[src/design/pgmf_pkg.sv]
// Package of the per-group MRU focus list: widths, defaults, codes and link types.
// Depends on nothing; the design files other than assert_macros.svh refer to it by scoped names.
package pgmf_pkg;

    // Fixed field widths.
    localparam int HANDLE_W = 32;
    localparam int MON_W    = 2;

    // Defaults for the top-level parameters.
    localparam int GROUPS_DEF = 4;
    localparam int DEPTH_DEF  = 8;

    typedef logic [HANDLE_W-1:0] t_handle;

    // Item kinds carried on the mode field.
    typedef enum logic {
        MODE_FOCUS = 1'b0,
        MODE_QUERY = 1'b1
    } t_mode;

    // Command broadcast to every cell of one group.
    typedef struct packed {
        logic    upd;
        t_handle handle;
    } t_cell_cmd;

    // What a cell hands to the next cell down the chain.
    typedef struct packed {
        logic    valid;
        logic    hit;
        t_handle entry;
    } t_link;

endpackage

[src/design/pgmf_cell.sv]
// One cell of an MRU chain: holds one handle and its valid flag.
// Depends on pgmf_pkg for the command and link types.
module pgmf_cell (
    input  logic              i_clk,
    input  logic              i_rst_n,
    input  pgmf_pkg::t_cell_cmd i_cmd,
    input  pgmf_pkg::t_link     i_link,
    output pgmf_pkg::t_link     o_link
);

    logic              r_valid;
    logic              n_valid;
    pgmf_pkg::t_handle r_entry;
    pgmf_pkg::t_handle n_entry;
    logic              shift;
    logic              match;

    // A cell moves down one place unless the handle was already found above it.
    always_comb begin
        match   = r_valid && (r_entry == i_cmd.handle);
        shift   = i_cmd.upd && !i_link.hit;
        n_valid = shift ? i_link.valid : r_valid;
        n_entry = shift ? i_link.entry : r_entry;
    end

    // The hit flag ripples so that cells below the matching one hold still.
    assign o_link = '{valid: r_valid, hit: (i_link.hit || match), entry: r_entry};

    // Valid flag is control state and is cleared by reset.
    always_ff @(posedge i_clk) begin
        if (!i_rst_n) begin
            r_valid <= 1'b0;
        end else begin
            r_valid <= n_valid;
        end
    end

    // The stored handle is payload and needs no reset.
    always_ff @(posedge i_clk) begin
        r_entry <= n_entry;
    end

endmodule

[src/design/pgmf_group.sv]
// MRU list of one monitor group, built as a chain of DEPTH cells.
// Depends on pgmf_pkg and pgmf_cell.
module pgmf_group #(
    parameter int DEPTH = pgmf_pkg::DEPTH_DEF
) (
    input  logic                i_clk,
    input  logic                i_rst_n,
    input  pgmf_pkg::t_cell_cmd i_cmd,
    output logic                o_front_valid,
    output pgmf_pkg::t_handle   o_front_entry
);

    pgmf_pkg::t_link link_in  [DEPTH];
    pgmf_pkg::t_link link_out [DEPTH];

    // The head of the chain offers the new handle as if it were a valid entry.
    assign link_in[0] = '{valid: 1'b1, hit: 1'b0, entry: i_cmd.handle};

    // Each cell after the first takes the output of the cell above it as its input.
    for (genvar k = 0; k < DEPTH; k++) begin : g_cell
        if (k > 0) begin : g_link
            assign link_in[k] = link_out[k-1];
        end
        pgmf_cell u_cell (
            .i_clk   (i_clk),
            .i_rst_n (i_rst_n),
            .i_cmd   (i_cmd),
            .i_link  (link_in[k]),
            .o_link  (link_out[k])
        );
    end

    // The first cell holds the most recent window of the group.
    assign o_front_valid = link_out[0].valid;
    assign o_front_entry = link_out[0].entry;

endmodule

[src/design/per_group_mru_focus_list_core.sv]
// Per-group most-recently-used focus list: one move-to-front list per monitor group.
// Depends on pgmf_pkg and pgmf_group.
//
// The block takes one item per clock cycle unless the input stalls. A focus event
// is applied in the cycle it is accepted by the cell chain of its group: every cell
// compares its handle in parallel, the first match stops the shift below it, and the
// new handle enters at the front; the event gives no result. A query reads the front
// cell of its group and its result appears in the output register in the cycle after
// acceptance. Input stalls only while a query result waits in that register and the
// output is not ready. All lists are empty after reset; there is no clearing pass.
module per_group_mru_focus_list_core #(
    parameter int GROUPS = pgmf_pkg::GROUPS_DEF,
    parameter int DEPTH  = pgmf_pkg::DEPTH_DEF
) (
    input  logic                          i_clk,
    input  logic                          i_rst_n,
    input  logic                          i_in_valid,
    output logic                          o_in_ready,
    input  logic                          i_mode,
    input  logic [pgmf_pkg::MON_W-1:0]    i_monitor,
    input  logic [pgmf_pkg::HANDLE_W-1:0] i_window_handle,
    input  logic                          i_window_valid,
    output logic                          o_out_valid,
    input  logic                          i_out_ready,
    output logic                          o_found,
    output logic [pgmf_pkg::HANDLE_W-1:0] o_recent_window
);

    logic              accept;
    logic              is_update;
    logic              is_query;
    logic              front_valid [GROUPS];
    pgmf_pkg::t_handle front_entry [GROUPS];
    logic              q_found;
    pgmf_pkg::t_handle q_entry;

    logic              r_out_valid;
    logic              n_out_valid;
    logic              r_found;
    pgmf_pkg::t_handle r_recent;

    // Input is taken whenever the output register is free or being emptied.
    assign o_in_ready = !r_out_valid || i_out_ready;
    assign accept     = i_in_valid && o_in_ready;
    assign is_query   = accept && (pgmf_pkg::t_mode'(i_mode) == pgmf_pkg::MODE_QUERY);
    assign is_update  = accept && (pgmf_pkg::t_mode'(i_mode) == pgmf_pkg::MODE_FOCUS)
                        && i_window_valid && (i_window_handle != '0);

    // One cell chain per group; only the addressed group sees the update.
    for (genvar g = 0; g < GROUPS; g++) begin : g_grp
        pgmf_pkg::t_cell_cmd cmd;
        assign cmd = '{upd: (is_update && (int'(i_monitor) == g)),
                       handle: i_window_handle};
        pgmf_group #(.DEPTH(DEPTH)) u_group (
            .i_clk         (i_clk),
            .i_rst_n       (i_rst_n),
            .i_cmd         (cmd),
            .o_front_valid (front_valid[g]),
            .o_front_entry (front_entry[g])
        );
    end

    // Select the front entry of the queried group; a missing group reads as empty.
    always_comb begin
        q_found = 1'b0;
        q_entry = '0;
        for (int g = 0; g < GROUPS; g++) begin
            if (int'(i_monitor) == g) begin
                q_found = front_valid[g];
                q_entry = front_valid[g] ? front_entry[g] : '0;
            end
        end
    end

    // Output register holds a query result until it is taken.
    assign n_out_valid = is_query || (r_out_valid && !i_out_ready);

    always_ff @(posedge i_clk) begin
        if (!i_rst_n) begin
            r_out_valid <= 1'b0;
        end else begin
            r_out_valid <= n_out_valid;
        end
    end

    always_ff @(posedge i_clk) begin
        if (is_query) begin
            r_found  <= q_found;
            r_recent <= q_entry;
        end
    end

    assign o_out_valid     = r_out_valid;
    assign o_found         = r_found;
    assign o_recent_window = r_recent;

endmodule

[config.mk]
export PLATFORM = sky130hd
export DESIGN_NAME = per_group_mru_focus_list_core
export DESIGN_NICKNAME = d
export VERILOG_FILES = /design/src/design/pgmf_pkg.sv /design/src/design/pgmf_cell.sv /design/src/design/pgmf_group.sv /design/src/design/per_group_mru_focus_list_core.sv
export SDC_FILE = /design/constraint.sdc
export NUM_CORES = 1
export LEC_CHECK = 0
export BUFFER_PORTS_ARGS = -buffer_cell sky130_fd_sc_hd__buf_2
export CORE_ASPECT_RATIO = 1.5
export CORE_UTILIZATION = 51
export CTS_BUF_LIST = sky130_fd_sc_hd__clkbuf_16
export DETAILED_ROUTE_END_ITERATION = 8
export PLACE_DENSITY = 0.74
export SETUP_SLACK_MARGIN = 0.15
export SLEW_MARGIN = 20
export SYNTH_ARGS = -nofsm -noshare
export SYNTH_HDL_FRONTEND = slang
export SYNTH_SLANG_ARGS = --single-unit
export TNS_END_PERCENT = 100
[constraint.sdc]
create_clock -name i_clk -period 4.9 [get_ports i_clk]
set_input_delay 0.98 -clock i_clk [delete_from_list [all_inputs] [get_ports i_clk]]
set_output_delay 0.98 -clock i_clk [all_outputs]
set_load 0.03 [all_outputs]
==> impl_results.md <==
* Cell with the most instances after synthesis: edfxtp_1
* Residual overflow from global routing at 0
* Number of gates given a new drive strength after cts at 0
* Least-Margin Pin Slew at 1.08 ns
* Largest fanout on the critical path at 24
* Worst hold slack across all endpoints at 0.463 ns
* Number of library cell types mapped by synthesis at 25
* First-pass GRT wire length at 16.7 mm
* Setup repair after global routing missed its margin: false
* Vias after detailed routing at 3117
* Via density per instance at 5.88
* Crit start category: input pin
* Largest area contributor in the synthesized netlist: edfxtp_1
* WL/cell at 20.8 um
* Max-capacitance violation count at 0
* WP data arrival at 3.12 ns
* Layout overhead on the synthesized area at 18.8%
* Clock share of power at 0.437
* Post-route met1 wirelength at 4.17 mm
* YS warnings at 0
* Data required time at the worst endpoint at 4.97 ns
* Root Driver: clkbuf_16
* Launch point of the worst hold path: g_grp[1].u_group.g_cell[0].u_cell.r_valid
* CTS H-tree lvls at 4
* Iteration-0 DRC Markers at 293
* Largest buffer count on any clock path at 2
* Share of final-layout standard cells stronger than drive strength 1 at 0.303
* Fin. max-slew vios at 0
* Total clock buffers created by CTS at 17
* Class of the most critical hold timing path: flip-flop to flip-flop
* Sequential group share of total power at 0.531
* Count of hold buffers inserted by post-cts repair at 0
* Final setup TNS at 0 ns
* Result of the run: completed
* Total clock sinks at 166
* Initial antenna violation count at 0
* Effective utilization at floorplan at 0.528
* Aggregate routed wire length at 11.0 mm
* Post-synthesis async set-or-reset flop share at 0
* Cells taking the most area after synthesis: edfxtp_1 (82%), a221o_1 (5.4%), a22o_1 (4.7%)
* Time the worst path needs with I/O delays and setup at 3.05 ns
* Synthesized netlist net count at 328
* Critical Path End Type: flip-flop
* Clk Latency, worst-skew pair at 0.42 ns
* Synthesized instance count at 288
* Number of global-route vias before repair at 3143
* Synthesized cell area at 5900 um2
* Post-layout net count at 410
* # DRC at 0
* Register bit count reported by yosys at 166
* Total global-route track usage at 0.193
* Total power at 0.00299 W
* Areal power density over the cells at 426 nW/um2
* Relative contribution of combinational cells to total power at 0.032
* Number of cells on the worst reg-to-reg path at 4
* DR WL met2 at 5.97 mm
* Fmax at 0.328 GHz
* Capture point of the worst reg-to-reg path: g_grp[0].u_group.g_cell[0].u_cell.r_entry[31]
* Multi-input gate area in the final layout at 870 um2
* I/O pin total at 75
* Antenna viol nets, final at 0
* Sw Share at 0.196
* Metal3 WL at 607 um
* Total of fill cells in the finished design at 815
* Number of setup violations in the final report at 0
* Beginning of the worst register-to-register path: o_out_valid
* Maximum number of pins on one net before global-route repair at 34
* Count of inserted antenna diode cells at 0
* Post-synth EDFFs at 161
* Worst Hold Path EP: g_grp[1].u_group.g_cell[0].u_cell.r_valid
* Number of standard-cell rows in the floorplan at 47
* TritonCTS clock tree: done
* Area fraction of the dominant cell type after synthesis at 0.819
* Int Pwr at 0.00240 W
* Core footprint at 11200 um2
* Register clock-pin slew on the reported worst setup and hold paths at 0.06 ns
* Net switching power figure at 0.000584 W
* Number of input and output port buffers inserted at 74
* Die outline area at 12000 um2
* Uppermost layer routed: met4
* Share of the yosys chip area belonging to registers at 0.836
* Worst vdd rail ir drop at 0.264 mV
* Category of the most critical setup path: input pin to flip-flop
* Number of hold-slack violations in the final timing report at 0
* Count of placed standard cells including taps at 498
* Avg Synthesized Cell Area at 20.5 um2
* Worst clock skew at 0.0153 ns
* Leakage power of the design at 2.46 nW
* R2r setup slk at 2.23 ns
* HPWL reported at the end of detailed placement at 6.50 mm
* Remaining max-slew budget at the tightest pin at 0.277
* Most common library cells after synthesis: edfxtp_1 (161), a221o_1 (32), a22o_1 (32)
* Vertical extent of the die at 134 um
* X dimension of the die at 89.8 um
* Fin crit share at 0.621
* Most used flip-flop cell after synthesis: edfxtp_1
* Global placement routability congestion at 0.788
* Number of optimization iterations in the first detailed-route pass at 4
* Sequential cell area at 4930 um2
* Post CTS Setup Buffer Count at 0
* Number of cells on the worst hold path at 2
* Non-filler instance count after layout at 530
[layer usage]
layer / vias to the layer above / GRT usage
met1: 1570 / 0.215
li1: 1399 / -
met2: 123 / 0.336
met4: 0 / 0.0974
met3: 25 / 0.0565
met5: - / 0
[final cells by class]
cell class | count | share of cell area
well taps | 147 | 0.0262
multi-input cells | 102 | 0.124
flip-flops and latches | 166 | 0.704
clock buffers | 17 | 0.0607
repair buffers | 82 | 0.0614
clock inverters | 15 | 0.0234
inverters | 1 | 0.000535
[how the worst max path moves through the flow]
stage | startpoint | endpoint | slack, ns | depth (start not counted)
2_1_floorplan | i_out_ready | g_grp[1].u_group.g_cell[0].u_cell.r_entry[0] | -0.65 | 3
3_3_place_gp | i_out_ready | g_grp[1].u_group.g_cell[0].u_cell.r_entry[19] | 1.61 | 5
6_report | i_out_ready | g_grp[0].u_group.g_cell[0].u_cell.r_entry[31] | 1.85 | 5
5_1_grt | i_out_ready | g_grp[1].u_group.g_cell[0].u_cell.r_entry[18] | 1.72 | 5
3_5_place_dp | i_out_ready | g_grp[0].u_group.g_cell[0].u_cell.r_entry[16] | 1.45 | 5
4_1_cts | i_out_ready | g_grp[0].u_group.g_cell[0].u_cell.r_entry[18] | 1.88 | 5
[worst max-delay path, cell delays in order]
cell,delay (ns)
buf_2,0.08
nand2b_1,0.16
nand4b_1,0.41
nor4_2,0.95
buf_4,0.53
[stage by stage]
stage                     cell area (um2)  utilization  setup slack (ns)
after floorplan                      5900            -            -0.652
after global placement               6420        0.575              1.61
after detailed placement             6420        0.575              1.45
after CTS                            7010        0.628              1.88
after global routing                 7010        0.628              1.72
final                                7010        0.628              1.85
[placed cells by master (no fill, tap or decap)]
| master | instances |
|---|---|
| a22o_1 | 32 |
| clkinv_2 | 3 |
| clkinv_4 | 4 |
| clkbuf_16 | 17 |
| nor4b_2 | 2 |
| and3_4 | 1 |
| and2_1 | 1 |
| and3b_1 | 2 |
| nand2_1 | 6 |
| nand2b_1 | 1 |
| nor3_2 | 1 |
| bufinv_16 | 3 |
| nand4_1 | 2 |
| o31ai_1 | 4 |
| buf_4 | 8 |
| dfxtp_1 | 5 |
| inv_6 | 1 |
| nand3_1 | 2 |
| nor4_1 | 8 |
| nand3b_1 | 2 |
| inv_1 | 4 |
| buf_2 | 74 |
| or4_4 | 1 |
| nand4b_1 | 1 |
| edfxtp_1 | 161 |
| nor4_2 | 1 |
| nor2_1 | 2 |
| a21boi_0 | 1 |
| a221o_1 | 32 |
| clkinv_1 | 1 |
[registers in the layout, summed over array words and instances (netlist names)]
| register | cells |
|---|---|
| g_grp.u_group.g_cell.u_cell.r_entry | 128 |
| o_out_valid | 1 |
| o_recent_window | 32 |
| o_found | 1 |
| g_grp.u_group.g_cell.u_cell.r_valid | 4 |
[power by group through the flow]
| stage | clock [W] | combinational [W] | sequential (W) |
|---|---|---|---|
| finish | 0.00130 | 0.0000964 | 0.00159 |
| global route | 0.00137 | 0.000103 | 0.00159 |
| CTS | 0.00132 | 0.0000969 | 0.00159 |
| detailed placement | 0 | 0.0000961 | 0.00162 |
| global placement | 0 | 0.0000924 | 0.00161 |
| floorplan | 0 | 0.0000259 | 0.00164 |
[logic make-up after synthesis]
| kind of cell | count (synthesis) | synth area share |
|---|---|---|
| flops | 166 | 0.836 |
| compound gates | 69 | 0.108 |
| simple gates | 33 | 0.0352 |
| buf+inv | 20 | 0.0208 |
No activity file was read; power rests on OpenSTA's default activity.
